**config.mk**
```make
export PLATFORM = sky130hd
export DESIGN_NAME = queue_pair_ring_tracker
export DESIGN_NICKNAME = d
export VERILOG_FILES = /design/src/sv/qprt_pkg.sv /design/src/sv/qprt_engine.sv /design/src/sv/qprt_out_reg.sv /design/src/sv/queue_pair_ring_tracker.sv
export SDC_FILE = /design/constraint.sdc
export NUM_CORES = 1
export LEC_CHECK = 0
export BUFFER_PORTS_ARGS = -buffer_cell sky130_fd_sc_hd__buf_2
export CORE_MARGIN = 3
export CORE_UTILIZATION = 47
export DETAILED_ROUTE_END_ITERATION = 8
export GPL_TIMING_DRIVEN = 0
export PLACE_DENSITY = 0.7
export SETUP_SLACK_MARGIN = 0.2
export SKIP_CTS_REPAIR_TIMING = 1
export SYNTH_ARGS = -nofsm -noshare
export SYNTH_HDL_FRONTEND = slang
export SYNTH_HIERARCHICAL = 1
export SYNTH_SLANG_ARGS = --single-unit
```
**constraint.sdc**
```tcl
create_clock -name clk_i -period 5.55 [get_ports clk_i]
set_input_delay 0.8325 -clock clk_i [delete_from_list [all_inputs] [get_ports clk_i]]
set_output_delay 0.8325 -clock clk_i [all_outputs]
set_load 0.01 [all_outputs]
```
**src/sv/qprt_pkg.sv**
```systemverilog
// Shared types, constants and helpers for the queue pair ring tracker.
package qprt_pkg;

  // Largest ring the design may be asked for, and the cap the 8-bit pointers allow.
  localparam int unsigned MaxDepth  = 256;
  localparam int unsigned PtrCap    = (MaxDepth > 256) ? 256 : MaxDepth;

  localparam int unsigned PtrW      = 8;
  localparam int unsigned DepthW    = 9;
  localparam int unsigned OutstW    = 9;
  localparam int unsigned StatusW   = 16;
  localparam int unsigned CodeW     = 15;
  localparam int unsigned CmdIdW    = 16;
  localparam int unsigned ResultW   = 64;

  localparam logic [DepthW-1:0] DepthReset = DepthW'(256);
  localparam logic [DepthW-1:0] DepthCap   = DepthW'(PtrCap);
  localparam logic [DepthW-1:0] DepthMin   = DepthW'(2);
  localparam logic [OutstW-1:0] OutstMax   = '1;

  typedef enum logic [1:0] {
    REQ_SUBMIT   = 2'd0,
    REQ_FLUSH_SQ = 2'd1,
    REQ_OFFER_CQ = 2'd2,
    REQ_FLUSH_CQ = 2'd3
  } req_type_e;

  typedef enum logic {
    DB_SQ_TAIL = 1'b0,
    DB_CQ_HEAD = 1'b1
  } db_sel_e;

  typedef struct packed {
    req_type_e            req_type;
    logic [StatusW-1:0]   cqe_status;
    logic [PtrW-1:0]      cqe_sq_head;
    logic [CmdIdW-1:0]    cqe_command_id;
    logic [ResultW-1:0]   cqe_result;
  } qprt_req_t;

  typedef struct packed {
    logic                 accepted;
    logic                 queue_full;
    logic [PtrW-1:0]      sq_slot;
    logic                 doorbell_write;
    db_sel_e              doorbell_select;
    logic [PtrW-1:0]      doorbell_ptr;
    logic [CmdIdW-1:0]    cpl_command_id;
    logic [ResultW-1:0]   cpl_result;
    logic [CodeW-1:0]     cpl_status;
  } qprt_result_t;

  // Programmed depth clamped to the usable range.
  function automatic logic [DepthW-1:0] eff_depth(input logic [DepthW-1:0] depth);
    logic [DepthW-1:0] d;
    d = depth;
    if (d > DepthCap) d = DepthCap;
    if (d < DepthMin) d = DepthMin;
    return d;
  endfunction

  // Next ring pointer; anything reaching or passing the depth wraps to zero.
  function automatic logic [PtrW-1:0] next_ptr(input logic [PtrW-1:0]   ptr,
                                               input logic [DepthW-1:0] depth);
    logic [DepthW-1:0] nxt;
    nxt = {1'b0, ptr} + DepthW'(1);
    if (nxt >= depth) nxt = '0;
    return nxt[PtrW-1:0];
  endfunction

  function automatic logic ptr_wraps(input logic [PtrW-1:0]   ptr,
                                     input logic [DepthW-1:0] depth);
    return (({1'b0, ptr} + DepthW'(1)) >= depth);
  endfunction

endpackage

```
**src/sv/qprt_engine.sv**
```systemverilog
// Pointer state and single-pass request evaluation.
module qprt_engine (
  input  logic                     clk_i,
  input  logic                     rst_ni,
  input  logic                     valid_i,
  input  qprt_pkg::qprt_req_t      req_i,
  input  logic [qprt_pkg::DepthW-1:0] depth_i,
  output qprt_pkg::qprt_result_t   res_o
);

  logic [qprt_pkg::PtrW-1:0]   sub_tail_q,  sub_tail_d;
  logic [qprt_pkg::PtrW-1:0]   sub_head_q,  sub_head_d;
  logic [qprt_pkg::PtrW-1:0]   cpl_head_q,  cpl_head_d;
  logic                        cpl_phase_q, cpl_phase_d;
  logic [qprt_pkg::PtrW-1:0]   last_sq_db_q, last_sq_db_d;
  logic [qprt_pkg::PtrW-1:0]   last_cq_db_q, last_cq_db_d;
  logic [qprt_pkg::OutstW-1:0] outst_q,     outst_d;

  logic [qprt_pkg::PtrW-1:0]   tail_next;

  assign tail_next = qprt_pkg::next_ptr(sub_tail_q, depth_i);

  always_comb begin
    sub_tail_d   = sub_tail_q;
    sub_head_d   = sub_head_q;
    cpl_head_d   = cpl_head_q;
    cpl_phase_d  = cpl_phase_q;
    last_sq_db_d = last_sq_db_q;
    last_cq_db_d = last_cq_db_q;
    outst_d      = outst_q;
    res_o        = '0;
    if (valid_i) begin
      unique case (req_i.req_type)
        qprt_pkg::REQ_SUBMIT: begin
          if (tail_next == sub_head_q) begin
            res_o.queue_full = 1'b1;
          end else begin
            res_o.accepted = 1'b1;
            res_o.sq_slot  = sub_tail_q;
            sub_tail_d     = tail_next;
            if (outst_q != qprt_pkg::OutstMax) outst_d = outst_q + qprt_pkg::OutstW'(1);
          end
        end
        qprt_pkg::REQ_FLUSH_SQ: begin
          if (last_sq_db_q != sub_tail_q) begin
            res_o.doorbell_write  = 1'b1;
            res_o.doorbell_select = qprt_pkg::DB_SQ_TAIL;
            res_o.doorbell_ptr    = sub_tail_q;
            last_sq_db_d          = sub_tail_q;
          end
        end
        qprt_pkg::REQ_OFFER_CQ: begin
          if ((outst_q != '0) && (req_i.cqe_status[0] == cpl_phase_q)) begin
            res_o.accepted       = 1'b1;
            res_o.cpl_command_id = req_i.cqe_command_id;
            res_o.cpl_result     = req_i.cqe_result;
            res_o.cpl_status     = req_i.cqe_status[qprt_pkg::StatusW-1:1];
            sub_head_d           = req_i.cqe_sq_head;
            cpl_head_d           = qprt_pkg::next_ptr(cpl_head_q, depth_i);
            if (qprt_pkg::ptr_wraps(cpl_head_q, depth_i)) cpl_phase_d = ~cpl_phase_q;
            outst_d              = outst_q - qprt_pkg::OutstW'(1);
          end
        end
        qprt_pkg::REQ_FLUSH_CQ: begin
          if (last_cq_db_q != cpl_head_q) begin
            res_o.doorbell_write  = 1'b1;
            res_o.doorbell_select = qprt_pkg::DB_CQ_HEAD;
            res_o.doorbell_ptr    = cpl_head_q;
            last_cq_db_d          = cpl_head_q;
          end
        end
        default: ;
      endcase
    end
  end

  always_ff @(posedge clk_i or negedge rst_ni) begin
    if (!rst_ni) begin
      sub_tail_q   <= '0;
      sub_head_q   <= '0;
      cpl_head_q   <= '0;
      cpl_phase_q  <= 1'b1;
      last_sq_db_q <= '0;
      last_cq_db_q <= '0;
      outst_q      <= '0;
    end else begin
      sub_tail_q   <= sub_tail_d;
      sub_head_q   <= sub_head_d;
      cpl_head_q   <= cpl_head_d;
      cpl_phase_q  <= cpl_phase_d;
      last_sq_db_q <= last_sq_db_d;
      last_cq_db_q <= last_cq_db_d;
      outst_q      <= outst_d;
    end
  end

  // A request is never both taken and refused as full.
  a_acc_full_excl: assert property (@(posedge clk_i) disable iff (!rst_ni)
    !(res_o.accepted && res_o.queue_full))
    else $error("accepted and queue_full together");

  // Phase flips only as the completion head wraps round to zero.
  a_phase_on_wrap: assert property (@(posedge clk_i) disable iff (!rst_ni)
    (cpl_phase_q != $past(cpl_phase_q)) |-> (cpl_head_q == '0))
    else $error("completion phase toggled without head wrap");

  // Outstanding count falls by exactly one per consumed completion.
  a_outst_dec: assert property (@(posedge clk_i) disable iff (!rst_ni)
    (outst_q < $past(outst_q)) |-> (outst_q == $past(outst_q) - qprt_pkg::OutstW'(1)))
    else $error("outstanding count fell by more than one");

  // Submission tail moves only for a taken submit.
  a_tail_move: assert property (@(posedge clk_i) disable iff (!rst_ni)
    (sub_tail_q != $past(sub_tail_q)) |->
      $past(valid_i && (req_i.req_type == qprt_pkg::REQ_SUBMIT)))
    else $error("submission tail moved without a submit");

endmodule

```
**src/sv/qprt_out_reg.sv**
```systemverilog
// Result register with one-cycle done strobe.
module qprt_out_reg (
  input  logic                   clk_i,
  input  logic                   rst_ni,
  input  logic                   valid_i,
  input  qprt_pkg::qprt_result_t res_i,
  output logic                   done_o,
  output qprt_pkg::qprt_result_t res_o
);

  logic                   done_q;
  qprt_pkg::qprt_result_t res_q;

  always_ff @(posedge clk_i or negedge rst_ni) begin
    if (!rst_ni) begin
      done_q <= 1'b0;
    end else begin
      done_q <= valid_i;
    end
  end

  always_ff @(posedge clk_i) begin
    if (valid_i) begin
      res_q <= res_i;
    end
  end

  assign done_o = done_q;
  assign res_o  = res_q;

endmodule

```
**src/sv/queue_pair_ring_tracker.sv**
```systemverilog
// Top level of the submission/completion queue pair pointer tracker.
//
// One request is taken in every cycle that start_i is high (busy_o is
// always low), and its result appears on the result ports, flagged by
// done_o for a single cycle; the receiver cannot stall, so it must
// capture each result as it comes. Every request gives one result. The
// request is captured in an input register, evaluated in a single
// combinational pass against the pointer state, which is updated at the
// same edge the result register loads, so back-to-back requests always
// see the state left by their predecessor. Rate: one request per cycle;
// the input and result registers lie between a request and its result.
// The depth register may only be written while no request is in flight;
// programmed depths outside 2..256 are clamped.
module queue_pair_ring_tracker (
  input  logic                              clk_i,
  input  logic                              rst_ni,
  // request channel
  input  logic                              start_i,
  output logic                              busy_o,
  input  logic [1:0]                        req_type_i,
  input  logic [qprt_pkg::StatusW-1:0]      cqe_status_i,
  input  logic [qprt_pkg::PtrW-1:0]         cqe_sq_head_i,
  input  logic [qprt_pkg::CmdIdW-1:0]       cqe_command_id_i,
  input  logic [qprt_pkg::ResultW-1:0]      cqe_result_i,
  // result channel
  output logic                              done_o,
  output logic                              accepted_o,
  output logic                              queue_full_o,
  output logic [qprt_pkg::PtrW-1:0]         sq_slot_o,
  output logic                              doorbell_write_o,
  output logic                              doorbell_select_o,
  output logic [qprt_pkg::PtrW-1:0]         doorbell_ptr_o,
  output logic [qprt_pkg::CmdIdW-1:0]       cpl_command_id_o,
  output logic [qprt_pkg::ResultW-1:0]      cpl_result_o,
  output logic [qprt_pkg::CodeW-1:0]        cpl_status_o,
  // queue depth register write
  input  logic                              cfg_valid_i,
  output logic                              cfg_ready_o,
  input  logic [qprt_pkg::DepthW-1:0]       cfg_queue_depth_i
);

  logic                              req_valid_q;
  qprt_pkg::qprt_req_t               req_q, req_d;
  logic [qprt_pkg::DepthW-1:0]       depth_q;
  logic [qprt_pkg::DepthW-1:0]       depth_eff;
  logic                              req_take;
  qprt_pkg::qprt_result_t            eng_res;
  qprt_pkg::qprt_result_t            out_res;

  // Never stalls: a request can enter every cycle.
  assign busy_o      = 1'b0;
  assign cfg_ready_o = 1'b1;
  assign req_take    = start_i && !busy_o;

  always_comb begin
    req_d                = req_q;
    req_d.req_type       = qprt_pkg::req_type_e'(req_type_i);
    req_d.cqe_status     = cqe_status_i;
    req_d.cqe_sq_head    = cqe_sq_head_i;
    req_d.cqe_command_id = cqe_command_id_i;
    req_d.cqe_result     = cqe_result_i;
  end

  // Depth register; the user must write it only while idle, the block does not enforce this.
  always_ff @(posedge clk_i or negedge rst_ni) begin
    if (!rst_ni) begin
      depth_q <= qprt_pkg::DepthReset;
    end else if (cfg_valid_i && cfg_ready_o) begin
      depth_q <= cfg_queue_depth_i;
    end
  end

  assign depth_eff = qprt_pkg::eff_depth(depth_q);

  // Input register: valid under reset, payload only loads on a request.
  always_ff @(posedge clk_i or negedge rst_ni) begin
    if (!rst_ni) begin
      req_valid_q <= 1'b0;
    end else begin
      req_valid_q <= req_take;
    end
  end

  always_ff @(posedge clk_i) begin
    if (req_take) begin
      req_q <= req_d;
    end
  end

  qprt_engine u_engine (
    .clk_i   (clk_i),
    .rst_ni  (rst_ni),
    .valid_i (req_valid_q),
    .req_i   (req_q),
    .depth_i (depth_eff),
    .res_o   (eng_res)
  );

  qprt_out_reg u_out_reg (
    .clk_i   (clk_i),
    .rst_ni  (rst_ni),
    .valid_i (req_valid_q),
    .res_i   (eng_res),
    .done_o  (done_o),
    .res_o   (out_res)
  );

  assign accepted_o        = out_res.accepted;
  assign queue_full_o      = out_res.queue_full;
  assign sq_slot_o         = out_res.sq_slot;
  assign doorbell_write_o  = out_res.doorbell_write;
  assign doorbell_select_o = out_res.doorbell_select;
  assign doorbell_ptr_o    = out_res.doorbell_ptr;
  assign cpl_command_id_o  = out_res.cpl_command_id;
  assign cpl_result_o      = out_res.cpl_result;
  assign cpl_status_o      = out_res.cpl_status;

endmodule

```
==> metrics.cfg, run 1 <==
[clock_tree]
insertion_delay_ns = 0.54
clkTransAtPathRegs_ns = 0.06
tritoncts = yes
htree_levels = 1
cts_buffers = 29
cts_num_sinks = 282
cts_root_buf = clkbuf_16
cts_max_path_buffers = 3

[drt]
ant_nets = 0
via_per_inst = 4.913
drc = 0
vias = 6864
drt-total-wl_mm = 23.16
wl_per_cell_um = 16.58
first_iter_violations = 489
drtPass1Iterations = 5

[floorplan]
pin_count = 237
rows = 56
initial_core_util = 0.4827
core_area_um2 = 23680
fp.dieArea_um2 = 26230
die_y_um = 162.0
die_w_um = 162.0

[pwr]
total_power_mw = 5.592
p_leak_nw = 6.135
peakVddDrop_mv = 0.3172
powerDensity_nw_per_um2 = 397.7

[yosys]
synth_area_um2 = 11430
synth.yosys.seq_area_share = 0.7143
syn_avg_cell_area_um2 = 14.54
synth_most_common_cell = edfxtp_1
synthDominantCellAreaShare = 0.5806
netlist.top_cell.by_area = edfxtp_1
synth_area_leaders = edfxtp_1 58%, dfrtp_1 13%, and2_1 5.8%
syn-num-nets = 933
yosysWarnings = 6
synth_flop_cell = edfxtp_1
ys_top_cells_by_count = 221 x edfxtp_1, 106 x and2_1, 92 x nand2_1, 59 x dfrtp_1
ys_types = 64
syn_inst = 786
synth_edf_count = 221
async_reset_ff_frac = 0.2163
ys_seq_elements = 282

[timing]
finalCritPeriodShare = 0.8456
tightest_slew_ns = 0.8842
finClkSkew_ns = 0.01484
hold_viol = 0
period_needed_ns = 4.693
grt_setup_unrepaired = no
tns_ns = 0
max_freq_ghz = 0.2131
setup_viol = 0
final_max_slew_viol_count = 0
slew_headroom = 0.4105

[worst_setup_path]
critical_path.max_fanout = 10
worstSetupPathType = reg2reg
reg2reg_depth = 14
reg2reg_slack_ns = 0.86
rr_endpoint = u_engine/outst_q[3]
cp-start-kind = flop
arrival_ns = 5.11
cp-end-kind = flop
cp.required_ns = 5.96
r2r-start = u_engine/sub_tail_q[1]

[place]
hpwl_mm = 16.27
numPortBuffers = 233
place_congestion = 0.8618

[run_status]
outcome = finished clean

[layout]
drive_above_1_share = 0.3023
syn2layout_area_growth_pct = 23.02
fin_util = 0.5938
nNetsFinal = 1199
n_fill_cell = 1927

[grt]
grt_pass1_vias = 6607
grt_pass1_wl_mm = 35.82
grt_overflow = 0
antenna_found_initial = 6
grt_max_degree = 65
track_usage = 0.1742

[min_path]
hp-class = in2async

[run]
cap_viol_max_count = 0

## per-stage QoR
| stage | setup WS, ns | instance area (um2) | instances | hold WS (ns) |
|---|---|---|---|---|
| floorplan | 1.407 | 11430 | 786 | 0.4146 |
| global placement | -0.4657 | 13000 | 1338 | 0.4254 |
| detailed placement | 0.9111 | 13060 | 1340 | 0.4284 |
| CTS | 0.8841 | 14050 | 1394 | 0.4147 |
| global route | 0.5362 | 14060 | 1397 | 0.4363 |
| finish | 0.8569 | 14060 | 1397 | 0.3900 |
## routing by layer
| metal | part of all wire | global-route usage | vias to the layer above |
|---|---|---|---|
| li1 | - | - | 3336 |
| met3 | 0.079 | 0.04718 | 59 |
| met5 | 0.0018 | 0 | - |
| met1 | 0.40 | 0.2250 | 3228 |
| met4 | 0.040 | 0.06863 | 6 |
| met2 | 0.48 | 0.2828 | 235 |
## placed cells by master (no fill, tap or decap), types with 2 or more instances in the layout
master and count:
inv_1 18, a211o_1 4, mux2i_1 3, nand2_1 92
a22o_1 2, dfstp_2 2, nor4_1 6, buf_4 7
mux2_2 24, o41a_1 2, a21oi_1 16, and3_1 10
clkbuf_8 7, or2_2 2, bufinv_16 2, diode_2 3
clkbuf_16 31, a21o_1 6, o41ai_1 2, or3_1 2
edfxtp_1 221, nand2b_1 9, nand4_1 3, a21boi_0 2
ha_1 27, nor3_1 2, dfrtp_1 58, conb_1 2
o21ai_0 27, xor2_1 23, nor2b_1 9, clkbuf_1 37
o2bb2ai_1 2, xnor2_1 14, buf_2 233, and2_1 106
buf_16 2, nor2_1 18, nand3_1 8
## flip-flops by register name, summed over array words and instances (netlist names), 8 cells and up
register	count
u_engine/sub_head_q	8
req_q	106
u_engine/cpl_head_q	8
u_engine/outst_q	9
u_engine/last_sq_db_q	8
u_out_reg/res_o	115
depth_q	9
u_engine/sub_tail_q	8
u_engine/last_cq_db_q	8
## final cells by class
| cell class | instances | area [um2] | area share |
|---|---|---|---|
| antenna | 3 | 7.507 | 0.0005339 |
| buffer | 35 | 163.9 | 0.01166 |
| clock buffer | 49 | 913.4 | 0.06495 |
| clock inverter | 5 | 81.33 | 0.005783 |
| inverter | 19 | 71.32 | 0.005072 |
| multi-input combinational | 450 | 3030 | 0.2155 |
| sequential | 282 | 8169 | 0.5809 |
| tap | 319 | 399.1 | 0.02838 |
| timing repair buffer | 235 | 1226 | 0.08720 |
## power by group
group	internal, mW	switching [mW]	leakage [nW]	total (mW)
combinational	0.436	0.521	2.65	0.956
sequential	2.53	0.151	3.00	2.68
clock	1.21	0.749	0.482	1.96
## worst max-delay path by stage
| stage | to | depth (start not counted) | start | slack [ns] |
|---|---|---|---|---|
| final | u_engine/outst_q[3] | 14 | u_engine/sub_tail_q[1] | 0.86 |
| after global routing | u_engine/outst_q[3] | 14 | u_engine/sub_tail_q[1] | 0.54 |
| after CTS | u_engine/outst_q[3] | 14 | u_engine/sub_tail_q[1] | 0.88 |
| after detailed placement | u_engine/outst_q[3] | 14 | u_engine/sub_tail_q[1] | 0.91 |
| after global placement | u_out_reg/res_o[100] | 4 | req_valid_q | -0.47 |
| after floorplan | u_engine/last_sq_db_q[5] | 4 | req_valid_q | 1.41 |
## worst max-delay path: stages (launching register included)
cell,delay (ns)
dfrtp_1,0.55
ha_1,0.35
nand3_2,0.13
or3_4,0.41
nand2_1,0.10
ha_1,0.25
a21oi_1,0.13
o21ai_1,0.11
a211oi_1,0.60
buf_2,0.35
o21ai_0,0.16
a222oi_1,0.51
a21oi_1,0.20
o21ai_4,0.33
mux2_2,0.38
## cells by family after synthesis
kind of cell | synth area share
and+or+nand+nor | 0.1286
xor gates and xnor gates | 0.03273
adders and majority gates | 0.03130
DFF | 0.7143
AOI/OAI and AO/OA | 0.04554
buffers and inverters | 0.02058
muxes | 0.02627
other | 0.0006570
No activity file was read; power rests on OpenSTA's default activity.
==> run 2, diff against run 1 <==
Settings changed: ABC_AREA from default to 1, PLACE_DENSITY 0.7 to 0.73.
Clock period 5.55 ns to 3.94 ns, I/O delays scaled along.
==> run 2 against run 1 <==
Clock-buffer cell count fell by 16. Critical path type unchanged. Sequential cell count unchanged. Maximum frequency grew 40%. Largest power group unchanged. Synthesized cell count rose by 28%. Critical path depth is 5 higher.
==> metrics.cfg, run 2 <==
[floorplan]
pin_count = 237
fp.dieArea_um2 = 26830
die_w_um = 163.8
die_y_um = 163.8
core_area_um2 = 24390
rows = 57
initial_core_util = 0.4798

[worst_setup_path]
critical_path.max_fanout = 10
cp.required_ns = 4.24
worstSetupPathType = reg2reg
reg2reg_slack_ns = 0.58
r2r-start = u_engine/sub_tail_q[1]
arrival_ns = 3.66
crit_chain = ha_1, nand2_1, inv_1, nand4_1, or2_1, nand2_1, inv_1, ha_1, a21oi_1, o21a_2, buf_4, nand4_1, nand2_1, nand2_1, nor2_4, nand2_4, nand3_4, buf_8, nand2_1
path_delay_family = simple AND/OR/NAND/NOR gates
cp-end-kind = flop
max_stage_delay_ns = 0.51
reg2reg_depth = 19
crit_top_cell = nand2_1
crit_slowest_cell = dfrtp_1
cp-start-kind = flop
rr_endpoint = u_out_reg/res_o[114]
worst-path-buf-inv = 4

[yosys]
ys_top_cells_by_count = 221 x edfxtp_1, 180 x inv_1, 164 x nand2_1, 131 x nor2_1, 59 x dfrtp_1
synth_compound_area_frac = 0.02876
synth_area_um2 = 11700
synthSimpleGateAreaFrac = 0.1520
synth.yosys.seq_area_share = 0.6977
syn_inst = 1008
syn-num-nets = 1155
async_reset_ff_frac = 0.2163
netlist.top_cell.by_area = edfxtp_1
synth-xor-area-share = 0.01497
synth_area_leaders = edfxtp_1 57%, dfrtp_1 13%, inv_1 5.8%
synthDominantCellAreaShare = 0.5670
synth_most_common_cell = edfxtp_1
ys_seq_elements = 282
synth_mux_area_frac = 0.001924
synth_top_family_by_area = simple AND/OR/NAND/NOR gates
synth_edf_count = 221
ys_types = 40
synth_fa_ha_area_frac = 0.03058
syn_avg_cell_area_um2 = 11.61
yosysWarnings = 6
synth_flop_cell = edfxtp_1

[timing]
tightest_slew_ns = 0.9173
final_max_slew_viol_count = 0
finClkSkew_ns = 0.008933
period_needed_ns = 3.362
holdWs_ns = 0.1328
slew_headroom = 0.3885
grt_setup_unrepaired = no
finalCritPeriodShare = 0.8533
setup_viol = 0
max_freq_ghz = 0.2974
hold_viol = 0
fin_ws_ns = 0.5780

[place]
place_congestion = 0.8562
hpwl_mm = 17.24
pre_cts_ws_ns = 0.5199
numPortBuffers = 234

[run]
cap_viol_max_count = 0

[grt]
grt_max_degree = 73
antenna_found_initial = 4
grt_pass1_vias = 7438
track_usage = 0.1737
grt_pass1_wl_mm = 37.02
grt_overflow = 0

[layout]
fin_util = 0.5811
final_common_cell = buf_2
largest_register_ffs = 115
drive_above_1_share = 0.2610
syn2layout_area_growth_pct = 21.09
most-common-layout-cells = 235 x buf_2, 221 x edfxtp_1, 180 x inv_1
nNetsFinal = 1421

[drt]
ant_nets = 0
via_per_inst = 4.699
drtPass1Iterations = 5
drc = 0
first_iter_violations = 511
drt-total-wl_mm = 23.55
vias = 7594
wl_per_cell_um = 14.57

[clock_tree]
tritoncts = yes
cts_root_buf = clkbuf_16
clkTransAtPathRegs_ns = 0.06
cts_buffers = 28
insertion_delay_ns = 0.54
cts_max_path_buffers = 3
htree_levels = 1
cts_num_sinks = 282

[min_path]
hp-class = in2async

[pwr]
p_leak_nw = 6.744
powerDensity_nw_per_um2 = 543.3
peakVddDrop_mv = 0.4352

[run_status]
outcome = finished clean

==> run 2: cell types whose count changed after synthesis, sizes merged, moves of 7 or more <==
cell and change:
and2 -106, xnor2 -11, nor2b -10, xor2 -7, nor2 +131, nand2b -9
mux2 -22, and3 -10, nand2 +83, nand3 +23, nand4 +26, o22ai +7
inv +171, clkbuf -12
==> run 2: cells by family after synthesis <==
logic type               after synthesis
AO/OA/AOI/OAI                         62
XOR/XNOR                              20
adder cells (fa/ha/maj)               28
buffers and inverters                215
flip-flops                           282
multiplexers                           2
other                                  2
AND/OR/NAND/NOR                      397
==> run 2: area by class of cell <==
| type | instances | area [um2] |
|---|---|---|
| fillers | 2035 | 10220 |
| flip-flops and latches | 282 | 8170 |
| multi-input cells | 511 | 2679 |
| repair buffers | 236 | 1231 |
| clock buffers | 33 | 719.4 |
| inverters | 189 | 709.4 |
| well taps | 324 | 405.4 |
| plain buffers | 26 | 150.1 |
| clock inverters | 14 | 105.1 |
| diodes | 1 | 2.502 |
==> run 2: worst reg2reg max path, stage by stage, from the launching register on <==
cell and delay, ns:
dfrtp_1 0.51, ha_1 0.24, nand2_1 0.07, inv_1 0.07, nand4_1 0.10, or2_1 0.27
nand2_1 0.09, inv_1 0.05, ha_1 0.29, a21oi_1 0.14, o21a_2 0.18, buf_4 0.19
nand4_1 0.13, nand2_1 0.14, nand2_1 0.10, nor2_4 0.11, nand2_4 0.10, nand3_4 0.12
buf_8 0.16, nand2_1 0.06
==> run 2: through the flow <==
step / TNS (ns) / total power, mW / cells / cell area [um2]
6_report: 0 / 7.700 / 1616 / 14170
5_1_grt: 0 / 8.162 / 1616 / 14170
4_1_cts: 0 / 7.777 / 1615 / 14170
3_5_place_dp: 0 / 5.373 / 1568 / 13340
3_3_place_gp: -3.076 / 5.289 / 1566 / 13280
2_1_floorplan: 0 / 4.884 / 1008 / 11710
==> run 2: per-layer routing <==
layer  global-route usage  share of wire  vias to the layer above  wire length [um]
li1                     -              -                     3826                 -
met1               0.2185           0.40                     3476              9450
met2               0.2902           0.49                      223             11550
met3              0.04842          0.074                       63              1754
met4              0.06075          0.033                        6               770
met5                    0        0.00098                        -                23
==> run 2: worst max path at each step <==
| stage | depth (start not counted) | start | slack, ns | to |
|---|---|---|---|---|
| 2_1_floorplan | 5 | req_valid_q | 0.96 | u_engine/outst_q[2] |
| 3_3_place_gp | 6 | req_valid_q | -0.16 | u_out_reg/res_o[84] |
| 6_report | 19 | u_engine/sub_tail_q[1] | 0.58 | u_out_reg/res_o[114] |
| 3_5_place_dp | 19 | u_engine/sub_tail_q[0] | 0.52 | u_out_reg/res_o[114] |
| 4_1_cts | 20 | u_engine/sub_tail_q[0] | 0.51 | u_out_reg/res_o[114] |
| 5_1_grt | 20 | u_engine/sub_tail_q[1] | 0.24 | u_out_reg/res_o[114] |
==> run 2: where the power goes <==
group / total [mW] / internal (mW) / switching [mW]
sequential: 3.78 / 3.57 / 0.210
clock: 2.38 / 1.31 / 1.07
combinational: 1.54 / 0.577 / 0.964
==> run 3, diff against run 2 <==
Settings changed: CORE_UTILIZATION 47 to 40, PLACE_DENSITY 0.73 to default.
==> run 3 against run 2 <==
Clock power up 37%. First-iteration DRC count down 18%. Clock-buffer cell count up 5. Design area up 3.2%. Wire length up 6.0%. Register-to-register slack about the same. Global-route usage down 1.9 points. Largest power group unchanged. Die area up 17%. Worst setup slack worse by 0.013 ns. Sequential cell count unchanged.
==> metrics.cfg, run 3 (synthesized netlist as in run 2, its figures left out) <==
[drt]
first_iter_violations = 417
drtPass1Iterations = 5
via_per_inst = 4.531
wl_per_cell_um = 14.83
vias = 7625
drc = 0
drt-total-wl_mm = 24.96
ant_nets = 0

[worst_setup_path]
crit_slowest_cell = dfrtp_2
critical_path.max_fanout = 10
arrival_ns = 3.67
r2r-start = u_engine/sub_tail_q[0]
cp.required_ns = 4.24
crit_start = u_engine/sub_tail_q[0]
reg2reg_slack_ns = 0.57
path_delay_family = simple AND/OR/NAND/NOR gates
worstSetupPathType = reg2reg
worst-path-buf-inv = 3
crit_top_cell = nand2_1
cp-start-kind = flop
cp-end-kind = flop
critPathCapture = u_out_reg/res_o[114]
rr_endpoint = u_out_reg/res_o[114]
max_stage_delay_ns = 0.49
crit_chain = ha_1, nand2_1, inv_1, nand4_1, or2_1, nand2_1, inv_1, ha_1, a21oi_1, o21a_2, nand3_1, xor2_1, nand2_1, nor2_4, nand2_4, nand3_4, buf_8, nand2_1
worstSetupPathDepth = 18
reg2reg_depth = 18

[layout]
syn2layout_area_growth_pct = 24.98
final_common_cell = buf_2
largest_register_ffs = 115
most-common-layout-cells = 235 x buf_2, 221 x edfxtp_1, 180 x inv_1
fin_area_um2 = 14630
nNetsFinal = 1424
fin_cells = 1683
drive_above_1_share = 0.2715

[clock_tree]
htree_levels = 1
cts_root_buf = clkbuf_16
cts_num_sinks = 282
cts_buffers = 30
clkTransAtPathRegs_ns = 0.06
cts_max_path_buffers = 3
tritoncts = yes
insertion_delay_ns = 0.55

[timing]
tns_ns = 0
finClkSkew_ns = 0.01676
max_freq_ghz = 0.2963
finalCritPeriodShare = 0.8565
slew_headroom = 0.3798
setup_viol = 0
final_max_slew_viol_count = 0
hold_viol = 0
period_needed_ns = 3.375
grt_setup_unrepaired = no
tightest_slew_ns = 0.9303

[grt]
grt_overflow = 0
grt_pass1_wl_mm = 38.70
antenna_found_initial = 10
grt_pass1_vias = 7417
track_usage = 0.1551
grt_max_degree = 62

[floorplan]
rows = 61
die_w_um = 177.1
die_y_um = 177.1
core_area_um2 = 28320
pin_count = 237
initial_core_util = 0.4133
fp.dieArea_um2 = 31350

[pwr]
powerDensity_nw_per_um2 = 586.7
peakVddDrop_mv = 0.4797
p_leak_nw = 6.929
total_power_mw = 8.582
swShare = 0.2705
seqPwrFrac = 0.439
combPwrFrac = 0.179
switchingPower_mw = 2.322
power.internal_mw = 6.260
p_clk_frac = 0.381

[place]
hpwl_mm = 17.80
place_congestion = 0.8235
place_area_um2 = 13440
dp.cells = 1623
numPortBuffers = 234

[run_status]
outcome = finished clean

[min_path]
hp-class = in2async

[run]
cap_viol_max_count = 0

==> run 3: cell count changes in the layout (fill, tap and decap cells not counted), sizes merged <==
cell,before,now
diode,1,5
bufinv,0,9
buf,247,248
clkinvlp,0,1
clkbuf,48,53
clkinv,13,6
==> run 3: worst reg2reg max path, delay by kind of cell (launching register included) <==
family                     cells  cell delay [ns]
and+or+nand+nor               10             1.29
DFF                            1             0.49
adders and majority gates      2             0.49
AOI/OAI and AO/OA              2             0.33
buffers and inverters          3             0.28
xor gates and xnor gates       1             0.25
==> run 3: worst min path at each step <==
| stage | slack (ns) | end | startpoint |
|---|---|---|---|
| after floorplan | 0.30 | depth_q[0] | rst_ni |
| after global placement | 0.44 | u_engine/sub_head_q[4] | req_q[84] |
| after detailed placement | 0.44 | u_engine/sub_head_q[4] | req_q[84] |
| after CTS | 0.16 | u_engine/outst_q[1] | rst_ni |
| after global routing | 0.19 | req_q[93] | cqe_status_i[5] |
| final | 0.14 | depth_q[7] | rst_ni |
==> run 3: final cells by class <==
type | count | area [um2]
Fill cell | 2516 | 13690
Multi-Input combinational cell | 511 | 2679
Inverter | 189 | 709.4
Antenna cell | 5 | 12.51
Tap cell | 378 | 473.0
Buffer | 26 | 150.1
Clock inverter | 17 | 322.8
Clock buffer | 38 | 852.1
Sequential cell | 282 | 8170
Timing Repair Buffer | 237 | 1259
==> run 3: per-layer routing <==
metal | wire length [um] | track usage
met2 | 11860 | 0.2553
met1 | 10340 | 0.1970
met5 | 49 | 0
met4 | 913 | 0.05630
met3 | 1802 | 0.04290
==> run 3: through the flow <==
step / setup WS, ns / hold slack, ns / utilization
floorplan: 0.9633 / 0.2954 / -
global placement: -0.2759 / 0.4394 / 0.4714
detailed placement: 0.4793 / 0.4429 / 0.4746
CTS: 0.4684 / 0.1587 / 0.5161
global route: 0.2231 / 0.1927 / 0.5166
finish: 0.5652 / 0.1438 / 0.5166
==> run 3: power by group through the flow <==
stage | Combinational, mW | Sequential (mW) | Clock [mW]
CTS | 1.55 | 3.77 | 3.34
global route | 1.75 | 3.81 | 3.46
detailed placement | 1.54 | 3.83 | 0
global placement | 1.47 | 3.85 | 0
finish | 1.54 | 3.77 | 3.27
floorplan | 1.05 | 3.83 | 0
